### src/rtl/jitc_pkg.sv
// ----------------------------------------------------------------------------
// jitc_pkg
// Shared types, codes and helpers of the joint impedance trajectory controller.
// ----------------------------------------------------------------------------
package jitc_pkg;

    localparam int QFRAC  = 16;
    localparam int MUL_W  = 34;
    localparam int PROD_W = 2 * MUL_W;
    localparam int DIV_NW = 64;
    localparam int DIV_DW = 32;

    localparam int ONE_MINUS_ALPHA_Q = 655;
    localparam int ALPHA_Q           = 64881;
    localparam int VEL_SCALE         = 1000000;

    typedef logic [2:0] t_opcode;
    localparam t_opcode OP_LOAD_POINT = 3'd0;
    localparam t_opcode OP_COMMIT     = 3'd1;
    localparam t_opcode OP_LOAD_STIFF = 3'd2;
    localparam t_opcode OP_LOAD_DAMP  = 3'd3;
    localparam t_opcode OP_SAMPLE     = 3'd4;

    typedef logic [1:0] t_reg_idx;
    localparam t_reg_idx REG_CORIOLIS   = 2'd0;
    localparam t_reg_idx REG_INTERVAL   = 2'd1;
    localparam t_reg_idx REG_STEP_LIMIT = 2'd2;

    localparam logic signed [31:0] RST_CORIOLIS   = 32'sd65536;
    localparam logic [15:0]        RST_INTERVAL   = 16'd1000;
    localparam logic [30:0]        RST_STEP_LIMIT = 31'd65536;

    typedef struct packed {
        logic              start;
        logic [DIV_NW-1:0] dividend;
        logic [DIV_DW-1:0] divisor;
    } t_div_req;

    typedef struct packed {
        logic              busy;
        logic              done;
        logic [DIV_NW-1:0] quot;
        logic              rem_nz;
    } t_div_rsp;

    localparam logic signed [PROD_W-1:0] SAT_HI = PROD_W'(64'sh7FFF_FFFF);
    localparam logic signed [PROD_W-1:0] SAT_LO = ~SAT_HI;

    function automatic logic signed [31:0] sat32(input logic signed [PROD_W-1:0] v);
        logic signed [31:0] r;
        if (v > SAT_HI) begin
            r = 32'sh7FFF_FFFF;
        end else if (v < SAT_LO) begin
            r = 32'sh8000_0000;
        end else begin
            r = v[31:0];
        end
        return r;
    endfunction

endpackage

### src/rtl/jitc_mul.sv
// ----------------------------------------------------------------------------
// jitc_mul
// Shared signed multiplier with a registered product.
// ----------------------------------------------------------------------------
module jitc_mul import jitc_pkg::*; (
    input  logic                     i_clk,
    input  logic signed [MUL_W-1:0]  i_a,
    input  logic signed [MUL_W-1:0]  i_b,
    output logic signed [PROD_W-1:0] o_prod
);

    logic signed [PROD_W-1:0] r_prod;

    always_ff @(posedge i_clk) begin
        r_prod <= PROD_W'(i_a) * PROD_W'(i_b);
    end

    assign o_prod = r_prod;

endmodule

### config.mk
export PLATFORM = sky130hd
export DESIGN_NAME = jitc_mul
export DESIGN_NICKNAME = d
export VERILOG_FILES = /design/src/rtl/jitc_pkg.sv /design/src/rtl/jitc_mul.sv
export SDC_FILE = /design/constraint.sdc
export NUM_CORES = 2
export LEC_CHECK = 0
export BUFFER_PORTS_ARGS = -buffer_cell sky130_fd_sc_hd__buf_4
export CORE_UTILIZATION = 25
export DETAILED_ROUTE_END_ITERATION = 12
export PLACE_DENSITY = 0.45
export SYNTH_ARGS = -nofsm -noshare
export SYNTH_HDL_FRONTEND = slang
export SYNTH_SLANG_ARGS = --single-unit
### constraint.sdc
create_clock -name i_clk -period 10.2 [get_ports i_clk]
set_clock_uncertainty 0.1 [all_clocks]
set_input_delay 2.55 -clock i_clk [delete_from_list [all_inputs] [get_ports i_clk]]
set_output_delay 2.55 -clock i_clk [all_outputs]
set_load 0.02 [all_outputs]
==> metrics.md <==
| Metric | Value |
|---|---|
| Status | complete, no violations |
| Crit path DAT | 10.14 ns |
| Synthesis-stage register bit count | 68 |
| Syn Area/Cell | 9.45 sq um |
| Synthesized area | 43000 sq um |
| Via Count | 29300 |
| Antenna violations before repair | 13 |
| Finished Cell Area | 48600 sq um |
| Fmax | 102 MHz |
| Met3 routed WL | 4060 um |
| Wl on met1 | 52900 um |
| Via density per instance | 4.16 |
| Hold crit path type | input pin to register |
| Final WS setup | 0.351 ns |
| Layout cells sized above 1 | 9.40% |
| Clock buffer depth | 2 |
| Placement Cell Area | 48200 sq um |
| First-pass DRT Iterations | 5 |
| Avg WL per Cell | 18.5 um |
| Die Width | 417 um |
| Area Overhead vs Synth | 12.9% |
| Crit end category | register |
| Vias in the first global route | 33500 |
| Cell variety after synth | 69 |
| Top Metal Used | met4 |
| DIE AREA | 174000 sq um |
| CP dominant cell by count | fa_1 |
| Critical Path Fanout Max | 9 |
| CTS Buf Count | 9 |
| Endpoints failing setup | 0 |
| GRT Util Overall | 15.9% |
| DRC | 0 |
| Clock sink count | 68 |
| EDFF count, synth | 0 |
| Unrepaired setup endpoints after global routing | false |
| Slew @ Worst Pin | 0.620 ns |
| Clock transition at path regs | 0.07 ns |
| Most common flop cell mapped by yosys | dfxtp_1 |
| Routability cong. | 0.898 |
| H-tree depth | 3 |
| Synth Instances | 4554 |
| Post-synth ARST share | 0% |
| Post-layout min period | 9.85 ns |
| Postcts setup bufs | 0 |
| Global route total overflow | 0 |
| Buffers on Ports | 136 |
| WL met2 | 71100 um |
| Vert. Die Dim | 417 um |
| Final slew viol count | 0 |
| Final hold vios | 0 |
| Initial core utilization | 25.3% |
| Max reg flops | 68 |
| Routed Antenna Nets | 0 |
| Rel. slew slack | 58.2% |
| Critical path class | input pin to register |
| Worst setup SP type | input pin |
| WL final | 130000 um |
| Max-cap violations | 0 |
| Pre-CTS setup slack | -0.206 ns |
| Core Region | 170000 sq um |
| DPL Wire Length | 117000 um |
| Sequential area share after synthesis | 3.16% |
| CTS tree | built |
| Slowest CP cell | fa_1 |
| Slowest stage delay, CP | 0.53 ns |
| Yosys Warn Count | 0 |
| Fin nets | 6245 |
| Largest net degree at the start of global routing | 33 |
| Tcrit/Tclk final | 96.6% |
| Syn nets | 6068 |
| Worst Path Required | 10.49 ns |
| I/O Pins | 137 |
| First-pass GRT wire length | 206000 um |
| Root Buffer | clkbuf_16 |
| Num rows | 151 |
| First DRT Iteration DRCs | 1189 |
area by class of cell:
type	instances	area, sq um
clock inverter	7	98.8
fill	18200	122000
tap	2295	2870
clock buffer	9	225
multi-input combinational	3026	36200
inverter	1232	4620
timing repair buffer	394	3210
antenna	6	15.0
sequential	68	1360
what timing repair did:
| action | 4_1_cts | 5_1_grt |
|---|---|---|
| endpoints found under the setup margin | 0 | 4 |
| hold buffers | 0 | 0 |
| resized for setup | 0 | 4 |
cell usage in the layout, fill, tap and decap left out, drive strengths merged, types with 10 or more instances in the layout:
master	netlist	final
ha	204	204
nand4	11	11
nand3	11	11
nand2b	20	20
a21o	37	37
buf	9	394
xor2	23	23
o21bai	12	12
o21ai	41	41
and2	623	623
nand2	542	542
a21oi	63	63
inv	1231	1232
fa	1241	1241
nor2	56	56
xnor2	56	56
a31oi	10	10
dfxtp	68	68
cells by family after synthesis:
logic type                 synth area share [%]
AOI/OAI and AO/OA                          3.35
DFF                                        3.16
and+or+nand+nor                            15.4
xor gates and xnor gates                   1.61
adders and majority gates                  63.7
buffers and inverters                      12.8
synth_stat cells, types with 4 or more instances:
master    instances  area share [%]
nand3_1          11            0.13
buf_4             4           0.070
o21ai_1           7           0.081
nor2_1           54            0.47
nand4_1          11            0.16
dfxtp_1          68             3.2
a21o_1           37            0.65
fa_1           1241              58
and2_1          621             9.0
o21bai_1         12            0.21
or2_2             4           0.058
a21oi_1          61            0.71
nand2_1         542             4.7
inv_1          1231              11
a211oi_1          6            0.10
nand2b_1         20            0.29
nor3_1            5           0.058
nor2b_1           9            0.13
clkbuf_1        214             1.9
xor2_1           23            0.47
o21ai_0          31            0.36
xnor2_1          56             1.1
o21a_1            4           0.070
and3_1            5           0.073
a31oi_1           7            0.10
ha_1            204             5.9
metal layers:
metal	GRT usage [%]	up-vias
met5	0	-
met4	3.38	0
met3	2.01	85
met2	29.7	432
met1	19.2	15600
li1	-	13100
critical path: cells and delay by family:
family                   cells  cell delay, ns
AND/OR/NAND/NOR              2            0.31
XOR/XNOR                     1            0.39
AO/OA/AOI/OAI                7            1.51
adder cells (fa/ha/maj)      9            4.35
buffers and inverters       10            1.04
final timing paths:
| check | start | endpoint | slack [ns] | cells past startpoint |
|---|---|---|---|---|
| min | i_b[1] | o_prod[1] | 2.56 | 3 |
| max | i_a[21] | o_prod[37] | 0.35 | 29 |
per-stage QoR:
| stage | hold WS, ns | util [%] | cells | TNS (ns) |
|---|---|---|---|---|
| 6_report | 2.56 | 28.5 | 7037 | 0 |
| 5_1_grt | 2.58 | 28.5 | 7035 | 0 |
| 4_1_cts | 2.53 | 28.5 | 7031 | 0 |
| 3_5_place_dp | 2.86 | 28.3 | 7015 | -0.832 |
| 3_3_place_gp | 2.86 | 28.3 | 7015 | -1.79 |
| 2_1_floorplan | 2.58 | - | 4554 | 0 |
Power is not shown: default switching activity piles up to over one toggle a cycle in this logic, so the estimate is an artifact.
