[config.mk]
export PLATFORM = sky130hd
export DESIGN_NAME = jitc_div
export DESIGN_NICKNAME = d
export VERILOG_FILES = /design/src/rtl/jitc_pkg.sv /design/src/rtl/jitc_div.sv
export SDC_FILE = /design/constraint.sdc
export NUM_CORES = 1
export LEC_CHECK = 0
export ABC_AREA = 1
export BUFFER_PORTS_ARGS = -buffer_cell sky130_fd_sc_hd__clkbuf_2
export CAP_MARGIN = 40
export CORE_MARGIN = 1.5
export CORE_UTILIZATION = 48
export DETAILED_ROUTE_END_ITERATION = 6
export GPL_TIMING_DRIVEN = 0
export PLACE_DENSITY = 0.75
export SETUP_SLACK_MARGIN = 0.05
export SYNTH_ARGS = -nofsm -noshare
export SYNTH_HDL_FRONTEND = slang
export SYNTH_SLANG_ARGS = --single-unit
[constraint.sdc]
create_clock -name i_clk -period 3.1 [get_ports i_clk]
set_input_delay 0.62 -clock i_clk [delete_from_list [all_inputs] [get_ports i_clk]]
set_output_delay 0.62 -clock i_clk [all_outputs]
set_load 0.03 [all_outputs]
[src/rtl/jitc_pkg.sv]
// ----------------------------------------------------------------------------
// jitc_pkg
// Shared types, codes and helpers of the joint impedance trajectory controller.
// ----------------------------------------------------------------------------
package jitc_pkg;

    localparam int QFRAC  = 16;
    localparam int MUL_W  = 34;
    localparam int PROD_W = 2 * MUL_W;
    localparam int DIV_NW = 64;
    localparam int DIV_DW = 32;

    localparam int ONE_MINUS_ALPHA_Q = 655;
    localparam int ALPHA_Q           = 64881;
    localparam int VEL_SCALE         = 1000000;

    typedef logic [2:0] t_opcode;
    localparam t_opcode OP_LOAD_POINT = 3'd0;
    localparam t_opcode OP_COMMIT     = 3'd1;
    localparam t_opcode OP_LOAD_STIFF = 3'd2;
    localparam t_opcode OP_LOAD_DAMP  = 3'd3;
    localparam t_opcode OP_SAMPLE     = 3'd4;

    typedef logic [1:0] t_reg_idx;
    localparam t_reg_idx REG_CORIOLIS   = 2'd0;
    localparam t_reg_idx REG_INTERVAL   = 2'd1;
    localparam t_reg_idx REG_STEP_LIMIT = 2'd2;

    localparam logic signed [31:0] RST_CORIOLIS   = 32'sd65536;
    localparam logic [15:0]        RST_INTERVAL   = 16'd1000;
    localparam logic [30:0]        RST_STEP_LIMIT = 31'd65536;

    typedef struct packed {
        logic              start;
        logic [DIV_NW-1:0] dividend;
        logic [DIV_DW-1:0] divisor;
    } t_div_req;

    typedef struct packed {
        logic              busy;
        logic              done;
        logic [DIV_NW-1:0] quot;
        logic              rem_nz;
    } t_div_rsp;

    localparam logic signed [PROD_W-1:0] SAT_HI = PROD_W'(64'sh7FFF_FFFF);
    localparam logic signed [PROD_W-1:0] SAT_LO = ~SAT_HI;

    function automatic logic signed [31:0] sat32(input logic signed [PROD_W-1:0] v);
        logic signed [31:0] r;
        if (v > SAT_HI) begin
            r = 32'sh7FFF_FFFF;
        end else if (v < SAT_LO) begin
            r = 32'sh8000_0000;
        end else begin
            r = v[31:0];
        end
        return r;
    endfunction

endpackage

[src/rtl/jitc_div.sv]
// ----------------------------------------------------------------------------
// jitc_div
// Radix-2 restoring unsigned divider, one quotient bit per cycle.
// ----------------------------------------------------------------------------
module jitc_div import jitc_pkg::*; (
    input  logic     i_clk,
    input  logic     i_rst_n,
    input  t_div_req i_req,
    output t_div_rsp o_rsp
);

    localparam int CNT_W = $clog2(DIV_NW + 1);

    logic [CNT_W-1:0]  r_cnt;
    logic              r_busy;
    logic              r_done;
    logic [DIV_NW-1:0] r_quot;
    logic [DIV_DW-1:0] r_rem;
    logic [DIV_DW-1:0] r_den;
    logic [DIV_DW:0]   w_shift;
    logic [DIV_DW:0]   w_diff;
    logic              w_ge;

    assign w_shift = {r_rem, r_quot[DIV_NW-1]};
    assign w_diff  = w_shift - {1'b0, r_den};
    assign w_ge    = w_shift >= {1'b0, r_den};

    always_ff @(posedge i_clk) begin
        if (!i_rst_n) begin
            r_busy <= 1'b0;
            r_done <= 1'b0;
            r_cnt  <= '0;
        end else begin
            r_done <= 1'b0;
            if (i_req.start) begin
                r_busy <= 1'b1;
                r_cnt  <= CNT_W'(DIV_NW);
            end else if (r_busy) begin
                r_cnt <= r_cnt - CNT_W'(1);
                if (r_cnt == CNT_W'(1)) begin
                    r_busy <= 1'b0;
                    r_done <= 1'b1;
                end
            end
        end
    end

    always_ff @(posedge i_clk) begin
        if (i_req.start) begin
            r_quot <= i_req.dividend;
            r_rem  <= '0;
            r_den  <= i_req.divisor;
        end else if (r_busy) begin
            r_rem  <= w_ge ? w_diff[DIV_DW-1:0] : w_shift[DIV_DW-1:0];
            r_quot <= {r_quot[DIV_NW-2:0], w_ge};
        end
    end

    assign o_rsp.busy   = r_busy;
    assign o_rsp.done   = r_done;
    assign o_rsp.quot   = r_quot;
    assign o_rsp.rem_nz = |r_rem;

endmodule

==> results of run 1 <==
-- power by group through the flow --
stage	registers, mW	logic [mW]	clock network (mW)
2_1_floorplan	2.39	0.320	0
3_5_place_dp	2.22	0.760	0
4_1_cts	2.19	0.761	2.08
3_3_place_gp	2.23	0.738	0
5_1_grt	2.20	0.831	2.16
6_report	2.19	0.759	2.05
-- flip-flops by register name, indices dropped and copies added (netlist names) --
name and count:
r_rem 32, r_quot 64, r_busy 1, r_done 1, r_cnt 7, r_den 32
-- cell families (layout without fill, tap and decap cells) --
group	after synthesis	in the layout	synth area share
compound gates	45	45	0.0294
xor+xnor	16	16	0.0166
fa+ha+maj	35	35	0.0528
buf+inv	231	430	0.109
flops	137	137	0.439
simple gates	700	700	0.353
-- layer usage --
metal,track usage,part of all wire,wire length (µm)
met2,0.425,0.48,10500
met5,0,0,0
met1,0.310,0.44,9710
met3,0.0617,0.067,1470
met4,0.0818,0.017,367
-- worst paths after layout --
check / to / start / cells past startpoint / slack (ns)
setup / recovery: o_rsp[0] / r_rem[16]$_SDFFE_PP0P_ / 5 / 0.67
hold / removal: r_den[22]$_DFFE_PP_ / i_req[22] / 1 / 0.35
setup reg to reg: r_rem[24]$_SDFFE_PP0P_ / r_quot[63]$_DFFE_PP_ / 15 / 0.76
hold reg to reg: r_rem[25]$_SDFFE_PP0P_ / r_rem[25]$_SDFFE_PP0P_ / 2 / 0.47
-- area by class of cell --
type	count	share of cell area
multi-input cells	796	0.374
flip-flops and latches	137	0.364
repair buffers	167	0.0865
inverters	200	0.0737
clock buffers	17	0.0418
well taps	225	0.0276
plain buffers	31	0.0171
clock inverters	15	0.0152
-- layout by cell type, fill, tap and decap left out, drive strengths merged, types with 2 or more instances in the layout --
master and instances:
clkinv 2, nand4 14, clkbuf 196, nor2 51, buf 19, nor3 6, xnor2 13, and2 5
edfxtp 96, dfxtp 41, nor4 6, o21bai 2, inv 210, o21ai 17, ha 34, nand3 95
xor2 3, a21oi 21, nand3b 4, clkinvlp 2, nand2 518, o21a 2
-- critical path: cells and delay by family (launching register included) --
family | cells | cell delay [ns]
and+or+nand+nor | 3 | 0.74
DFF | 1 | 0.33
buffers and inverters | 2 | 0.31
==> metrics.csv, run 1 <==
stage;metric;value;unit
clocking;Inserted Clock Buffers;17;
floorplanning;die width;136;µm
detailed_routing;DRT iter0 DRCs;533;
floorplanning;initial core utilization;0.490;
clocking;H-tree levels;4;
finish;nets;1484;
finish;Fill cells;1608;
sta;final hold slack;0.351;ns
finish;Layout area overhead;20.7;%
sta;Slew @ Worst Pin;0.621;ns
clocking;maximum clock insertion buffer count;2;
power;Internal;3.49;mW
detailed_routing;Vias;7758;
grt;largest net degree at the start of global routing;65;
grt;GRT Total Usage;0.250;
placement;I/O Buffers;165;
clocking;CTS tree;yes;
detailed_routing;DRC Markers;0;
worst_setup_path;worst path cell trace;inv_1 -> nand3_1 -> nor3_1 -> nand4_1 -> clkbuf_2;
detailed_routing;vias per cell;4.89;
detailed_routing;1st-pass router iterations;7;
worst_setup_path;Crit path required time;2.48;ns
grt;first-pass GRT wire length;35.6;mm
clocking;postcts setup bufs;0;
yosys;top_reg_cell synth;edfxtp_1;
floorplanning;area of the core;17200;µm²
placement;pre-CTS setup slack;0.687;ns
grt;global route overflow;0;
worst_setup_path;crit-path max FO;3;
clocking;clock latency on the worst-skew pair;0.44;ns
sta;final hold vios;0;
yosys;post-synth top area share;0.342;
detailed_routing;Post-Route WL;22.1;mm
sta;Slew HR;0.586;
finish;fin util;0.591;
worst_setup_path;type of origin of the critical path;register;
yosys;asr flop ratio synth;0;
grt;initial antenna violation count;0;
yosys;synth top area cells;edfxtp_1 (34%), nand2_1 (22%), dfxtp_1 (9.7%);
finish;non-filler instance count after layout;1588;
worst_setup_path;CP Capture Type;output port;
finish;n_diodes;0;
placement;Post-DP HPWL;17.2;mm
worst_setup_path;Crit Path Category;register to output port;
yosys;most common cell in the netlist;nand2_1;
sta;final setup vio count;0;
clocking;root buffer cell;clkbuf_16;
sta;RSZ-0062 raised after global routing;false;
sta;final cycle utilization of the critical path;0.784;
yosys;#FFs+latches synth;137;
power;Clock Power Share;0.410;
placement;GPL Wtd Cong;0.955;
clocking;clock transition at the registers of the reported paths;0.07;ns
worst_setup_path;CP arrival;1.81;ns
yosys;Cell Area, Synth;8440;µm²
clocking;CTS sink cnt;137;
floorplanning;I/O Pins;166;
sta;setup ws final;0.668;ns
power;Final Total Pwr;5.00;mW
placement;Placed Area;9600;µm²
grt;vias in the first global route;7303;
floorplanning;die height;136;µm
yosys;number of enable flip-flop cells after synthesis;96;
yosys;Syn Nets;1298;
min_path;Worst Hold Class;input pin to register;
power;P per Cell Area;491;nW/µm²
worst_setup_path;Slowest cell on crit path;nor3_1;
power;switching share of total power;0.301;
floorplanning;Core Rows;48;
detailed_routing;WL/cell;13.9;µm
finish;area taken by multi-input logic gates;3810;µm²
clocking;Resize count post-CTS;0;
power;LEAKAGE;5.53;nW
power;switching pwr;1.51;mW
yosys;Yosys cell types;38;
sta;Final TNS setup;0;ns
detailed_routing;antenna viol nets, final;0;
power;Worst VDD drop;0.000376;V
outcome;status;finished, final reports clean;
worst_setup_path;slowest cell delay on critical path;0.45;ns
sta;post-route minimum period;2.43;ns
power;sequential share of power;0.438;
finish;layout cells sized above 1;0.188;
sta;maximum clock rate;0.411;GHz
floorplanning;Die Area;18400;µm²
finish;register area;3700;µm²
job;max-cap viol count;0;
yosys;top cells by count, synth;nand2_1 (496), inv_1 (197), edfxtp_1 (96);
placement;DP Cell Count;1556;
sta;skew final;0.0174;ns
sta;max-slew violations;0;
yosys;Post-Syn Instances;1164;
yosys;leading area contributor after synthesis;edfxtp_1;
yosys;synthesis warning total;0;
yosys;Syn Area/Cell;7.25;µm²
yosys;Seq/Total Area, Yosys;0.439;
power;combinational share of power;0.152;
clocking;hold buffers post-CTS;0;
finish;post-route cell area;10200;µm²
Note: power is estimated with default switching activity, not from simulation.
==> run 2: changes to the inputs <==
- ABC_AREA: 1 -> 0
- PLACE_DENSITY: 0.75 -> 0.76
- clock period: 3.1 -> 2.15 ns (I/O delays scaled with it)
==> metrics.csv, run 2 <==
stage;metric;value;unit
outcome;status;finished with violations;
outcome;failing checks;setup timing;
yosys;synth top area cells;edfxtp_1 (39%), dfxtp_1 (11%), mux2_2 (9.7%);
floorplanning;Die Area;16200;µm²
detailed_routing;Vias;6368;
min_path;Worst Hold Class;input pin to register;
clocking;H-tree levels;4;
clocking;CTS sink cnt;137;
floorplanning;area of the core;15100;µm²
yosys;Post-Syn Instances;691;
power;LEAKAGE;4.34;nW
floorplanning;initial core utilization;0.491;
grt;initial antenna violation count;0;
yosys;Synth Area in XOR/XNOR;0.0342;
floorplanning;die width;127;µm
placement;Post-DP HPWL;14.2;mm
detailed_routing;1st-pass router iterations;5;
grt;GRT Total Usage;0.261;
sta;final setup vio count;34;
finish;nets;1045;
yosys;post-synthesis compound-gate area fraction;0.147;
yosys;most common cell in the netlist;edfxtp_1;
yosys;mux contribution to synthesized area;0.101;
power;P per Cell Area;827;nW/µm²
detailed_routing;vias per cell;5.73;
worst_setup_path;Crit path required time;2.48;ns
job;max-cap viol count;0;
power;Final Total Pwr;8.56;mW
yosys;synthesis warning total;0;
finish;Layout area overhead;39.2;%
yosys;adder-cell share of the synthesized area;0.0599;
yosys;Yosys cell types;59;
yosys;simple-gate share of the synthesized area;0.114;
yosys;Seq/Total Area, Yosys;0.498;
finish;most common cell after layout, fill and taps aside;clkbuf_2;
grt;vias in the first global route;6292;
yosys;main combinational cell family by area after synthesis;compound AO/OA/AOI/OAI gates;
yosys;Syn Nets;825;
sta;maximum clock rate;0.378;GHz
finish;n_diodes;0;
finish;Biggest register;r_quot;
clocking;CTS tree;yes;
finish;layout cells sized above 1;0.486;
worst_setup_path;type of origin of the critical path;register;
finish;commonest cells after routing, fill and taps aside;clkbuf_2 (165), edfxtp_1 (96), mux2_2 (64), nand2_1 (54), nor2_1 (45);
grt;first-pass GRT wire length;32.4;mm
sta;final cycle utilization of the critical path;1.23;
yosys;top cells by count, synth;edfxtp_1 (96), nand2_1 (72), mux2_2 (64);
finish;Largest regs;r_quot (64), r_den (32), r_rem (32);
sta;Slew HR;0.469;
sta;max-slew violations;0;
clocking;root buffer cell;clkbuf_16;
finish;max FFs per register;64;
clocking;hold buffers post-CTS;0;
clocking;maximum clock insertion buffer count;2;
grt;largest net degree at the start of global routing;31;
yosys;asr flop ratio synth;0;
sta;Final TNS setup;-13.84;ns
grt;global route overflow;0;
worst_setup_path;CP arrival;2.97;ns
yosys;top_reg_cell synth;edfxtp_1;
sta;post-route minimum period;2.65;ns
yosys;Syn Area/Cell;10.8;µm²
placement;GPL Wtd Cong;0.907;
sta;setup ws final;-0.496;ns
floorplanning;die height;127;µm
sta;RSZ-0062 raised after global routing;true;
clocking;Inserted Clock Buffers;17;
worst_setup_path;crit-path max FO;6;
yosys;leading area contributor after synthesis;edfxtp_1;
yosys;Cell Area, Synth;7430;µm²
floorplanning;I/O Pins;166;
yosys;post-synth top area share;0.388;
worst_setup_path;Crit Path Category;register to register;
clocking;clock transition at the registers of the reported paths;0.07;ns
placement;I/O Buffers;165;
sta;Slew @ Worst Pin;0.796;ns
sta;skew final;0.0105;ns
sta;final hold vios;0;
detailed_routing;antenna viol nets, final;0;
yosys;number of enable flip-flop cells after synthesis;96;
detailed_routing;Post-Route WL;21.3;mm
clocking;clock latency on the worst-skew pair;0.44;ns
detailed_routing;WL/cell;19.2;µm
floorplanning;Core Rows;45;
worst_setup_path;CP Capture Type;register;
power;Worst VDD drop;0.000641;V
detailed_routing;DRC Markers;0;
yosys;#FFs+latches synth;137;
detailed_routing;DRT iter0 DRCs;423;
==> run 2: changes by cell type after synthesis, sizes merged, moves of 17 or more <==
cell	previous run	this run
a311oi	0	21
mux2	0	64
nand2	518	74
inv	200	45
nand3	95	9
a21oi	21	45
a21o	0	17
==> run 2: final cells by class <==
type | count | area, µm²
clock buffer | 17 | 425
timing repair buffer | 210 | 1310
timing repair inverter | 1 | 7.51
clock inverter | 15 | 184
fill | 1127 | 4800
inverter | 45 | 173
sequential | 137 | 3720
tap | 188 | 235
buffer | 26 | 191
multi-input combinational | 473 | 4090
==> run 2: path summary, 6_finish.rpt <==
kind / slack (ns) / end / depth (start not counted) / startpoint
worst max register to register: -0.50 / r_rem[15]$_SDFFE_PP0P_ / 11 / r_rem[10]$_SDFFE_PP0P_
worst min register to register: 0.51 / r_cnt[1]$_SDFFE_PP0P_ / 2 / r_cnt[1]$_SDFFE_PP0P_
worst min-delay path: 0.17 / r_den[20]$_DFFE_PP_ / 1 / i_req[20]
worst max-delay path: -0.50 / r_rem[15]$_SDFFE_PP0P_ / 11 / r_rem[10]$_SDFFE_PP0P_
==> run 2: repair_timing <==
action	CTS	global route
pin swaps	37	38
resized for setup	99	59
setup buffers	27	12
setup endpoints to repair	98	64
cloned	4	1
==> run 2: power breakdown <==
group | leakage [nW] | internal [mW] | switching (mW)
Combinational | 2.74 | 0.945 | 1.30
Sequential | 1.30 | 3.11 | 0.174
Clock | 0.293 | 1.76 | 1.28
Total | 4.34 | 5.81 | 2.75
==> run 2: worst max-delay path, stage by stage, from the launching register on <==
cell,delay (ns)
dfxtp_1,0.36
ha_4,0.34
nand2_4,0.07
o21a_4,0.21
and3_4,0.19
a2111oi_4,0.42
o2111ai_4,0.16
buf_12,0.18
nand2_8,0.11
buf_8,0.14
nand2_2,0.06
a311oi_2,0.29
==> run 2: cell families after synthesis <==
| group | count (synthesis) |
|---|---|
| simple gates | 185 |
| compound gates | 157 |
| flops | 137 |
| buf+inv | 81 |
| mux | 67 |
| fa+ha+maj | 35 |
| xor+xnor | 29 |
==> run 2: metal layers <==
layer	wire length (µm)	GRT usage	part of all wire	up-vias
met4	854	0.128	0.040	0
li1	-	-	-	2997
met2	10600	0.440	0.50	285
met3	1820	0.0879	0.085	61
met5	0	0	0	-
met1	8060	0.298	0.38	3025
==> run 2: metrics by stage <==
stage / hold WS [ns] / instances / utilization / cell area (µm²) / setup WS (ns)
6_report: 0.167 / 1112 / 0.683 / 10300 / -0.496
5_1_grt: 0.156 / 1112 / 0.683 / 10300 / -0.566
4_1_cts: 0.153 / 1100 / 0.660 / 10000 / -0.465
3_5_place_dp: 0.488 / 1046 / 0.573 / 8680 / -0.828
3_3_place_gp: 0.476 / 1044 / 0.570 / 8630 / -1.30
2_1_floorplan: 0.456 / 691 / - / 7570 / -0.476
==> run 3: changes to the inputs <==
- ABC_AREA: 0 -> 1
- CELL_PAD_IN_SITES_DETAIL_PLACEMENT: default -> 1
- CELL_PAD_IN_SITES_GLOBAL_PLACEMENT: default -> 1
- CORE_UTILIZATION: 48 -> 36
- PLACE_DENSITY: 0.76 -> 0.86
==> metrics.csv, run 3 (synthesis results as in run 1) <==
stage;metric;value;unit
detailed_routing;Vias;8283;
grt;GRT Total Usage;0.231;
floorplanning;initial core utilization;0.369;
placement;GPL Wtd Cong;0.910;
power;Worst VDD drop;0.000412;V
detailed_routing;1st-pass router iterations;5;
clocking;H-tree levels;4;
clocking;CTS sink cnt;137;
worst_setup_path;CP Capture Type;output port;
clocking;CTS tree;yes;
clocking;maximum clock insertion buffer count;2;
sta;max-slew violations;0;
finish;Biggest register;r_quot;
finish;non-filler instance count after layout;1687;
sta;post-route minimum period;2.28;ns
floorplanning;area of the core;22800;µm²
worst_setup_path;Crit Path Category;register to output port;
min_path;Worst Hold Class;input pin to register;
detailed_routing;antenna viol nets, final;0;
sta;Slew @ Worst Pin;0.732;ns
placement;DP Cell Count;1644;
worst_setup_path;type of origin of the critical path;register;
sta;setup ws final;-0.126;ns
finish;layout cells sized above 1;0.253;
detailed_routing;WL/cell;16.8;µm
sta;Slew HR;0.512;
clocking;hold buffers post-CTS;0;
worst_setup_path;CP arrival;1.85;ns
clocking;clock latency on the worst-skew pair;0.44;ns
detailed_routing;DRT iter0 DRCs;356;
min_path;Hold Path Origin;i_req[31];
sta;final hold slack;0.160;ns
grt;initial antenna violation count;0;
grt;global route overflow;0;
worst_setup_path;FF-to-FF Start;r_quot[63]$_DFFE_PP_;
power;P per Cell Area;665;nW/µm²
floorplanning;die width;156;µm
sta;final setup vio count;4;
sta;Final TNS setup;-0.163;ns
detailed_routing;Post-Route WL;28.4;mm
worst_setup_path;slowest cell delay on critical path;0.38;ns
worst_setup_path;worst path cell trace;inv_2 -> nand4_1 -> nor4_2 -> nand4_1 -> clkbuf_8;
worst_setup_path;Crit path required time;1.72;ns
finish;most common cell after layout, fill and taps aside;nand2_1;
placement;Post-DP HPWL;21.1;mm
clocking;clock transition at the registers of the reported paths;0.07;ns
sta;maximum clock rate;0.439;GHz
floorplanning;die height;156;µm
worst_setup_path;Crit path top cell by count;nand4_1;
finish;commonest cells after routing, fill and taps aside;nand2_1 (474), inv_1 (189), clkbuf_2 (164), edfxtp_1 (96), nand3_1 (83);
worst_setup_path;Slowest cell on crit path;nor4_2;
outcome;status;finished with violations;
floorplanning;Die Area;24400;µm²
finish;n_diodes;0;
grt;vias in the first global route;8630;
floorplanning;I/O Pins;166;
grt;first-pass GRT wire length;43.8;mm
grt;largest net degree at the start of global routing;47;
worst_setup_path;critical path's top delay family;simple AND/OR/NAND/NOR gates;
sta;final hold vios;0;
job;max-cap viol count;0;
detailed_routing;vias per cell;4.91;
clocking;Inserted Clock Buffers;17;
sta;RSZ-0062 raised after global routing;true;
sta;skew final;0.0152;ns
finish;nets;1495;
clocking;root buffer cell;clkbuf_16;
placement;I/O Buffers;165;
power;Final Total Pwr;7.28;mW
finish;Largest regs;r_quot (64), r_den (32), r_rem (32);
finish;Layout area overhead;29.8;%
finish;Fill cells;2925;
worst_setup_path;CP Buf/Inv Count;2;
worst_setup_path;crit path from;r_rem[13]$_SDFFE_PP0P_;
sta;final cycle utilization of the critical path;1.06;
floorplanning;Core Rows;55;
worst_setup_path;crit-path max FO;3;
finish;max FFs per register;64;
detailed_routing;DRC Markers;0;
power;LEAKAGE;5.60;nW
outcome;failing checks;setup timing;
[run 3: final cells by class]
type	count	area, µm²	area share
timing repair buffer	178	988	0.0902
inverter	200	751	0.0685
tap	313	392	0.0357
sequential	137	3710	0.338
clock buffer	18	429	0.0392
multi-input combinational	796	4330	0.395
buffer	31	229	0.0209
clock inverter	14	130	0.0119
[run 3: where the power goes]
| group | internal (mW) | switching [mW] | leakage, nW |
|---|---|---|---|
| combinational | 0.407 | 0.840 | 4.02 |
| clock | 1.53 | 1.34 | 0.270 |
| sequential | 3.05 | 0.110 | 1.30 |
| total | 4.99 | 2.29 | 5.60 |
[run 3: worst paths after layout]
kind	to	slack, ns	depth (start not counted)
setup reg to reg	r_rem[24]$_SDFFE_PP0P_	-0.03	15
hold / removal	r_den[31]$_DFFE_PP_	0.16	1
setup / recovery	o_rsp[0]	-0.13	5
hold reg to reg	r_rem[26]$_SDFFE_PP0P_	0.49	2
[run 3: layer usage]
metal	up-vias	wire, µm	part of all wire	GRT usage
li1	4013	-	-	-
met1	3989	11600	0.41	0.267
met2	244	14200	0.50	0.420
met3	37	1990	0.070	0.0653
met4	0	563	0.020	0.0576
met5	-	0	0	0
[run 3: what timing repair did]
item | 4_1_cts | 5_1_grt
pin swaps | 8 | 4
gates resized for setup | 53 | 75
setup buffers | 5 | 6
endpoints found under the setup margin | 34 | 34
hold endpoints to repair | 0 | 0
[run 3: metrics by stage]
step           utilization  setup WS (ns)  instance area (µm²)
2_1_floorplan            -         0.0628                 8440
3_3_place_gp         0.423          -1.28                 9660
3_5_place_dp         0.425         -0.342                 9720
4_1_cts              0.461        -0.0353                10500
5_1_grt              0.480         -0.176                11000
6_report             0.480         -0.126                11000
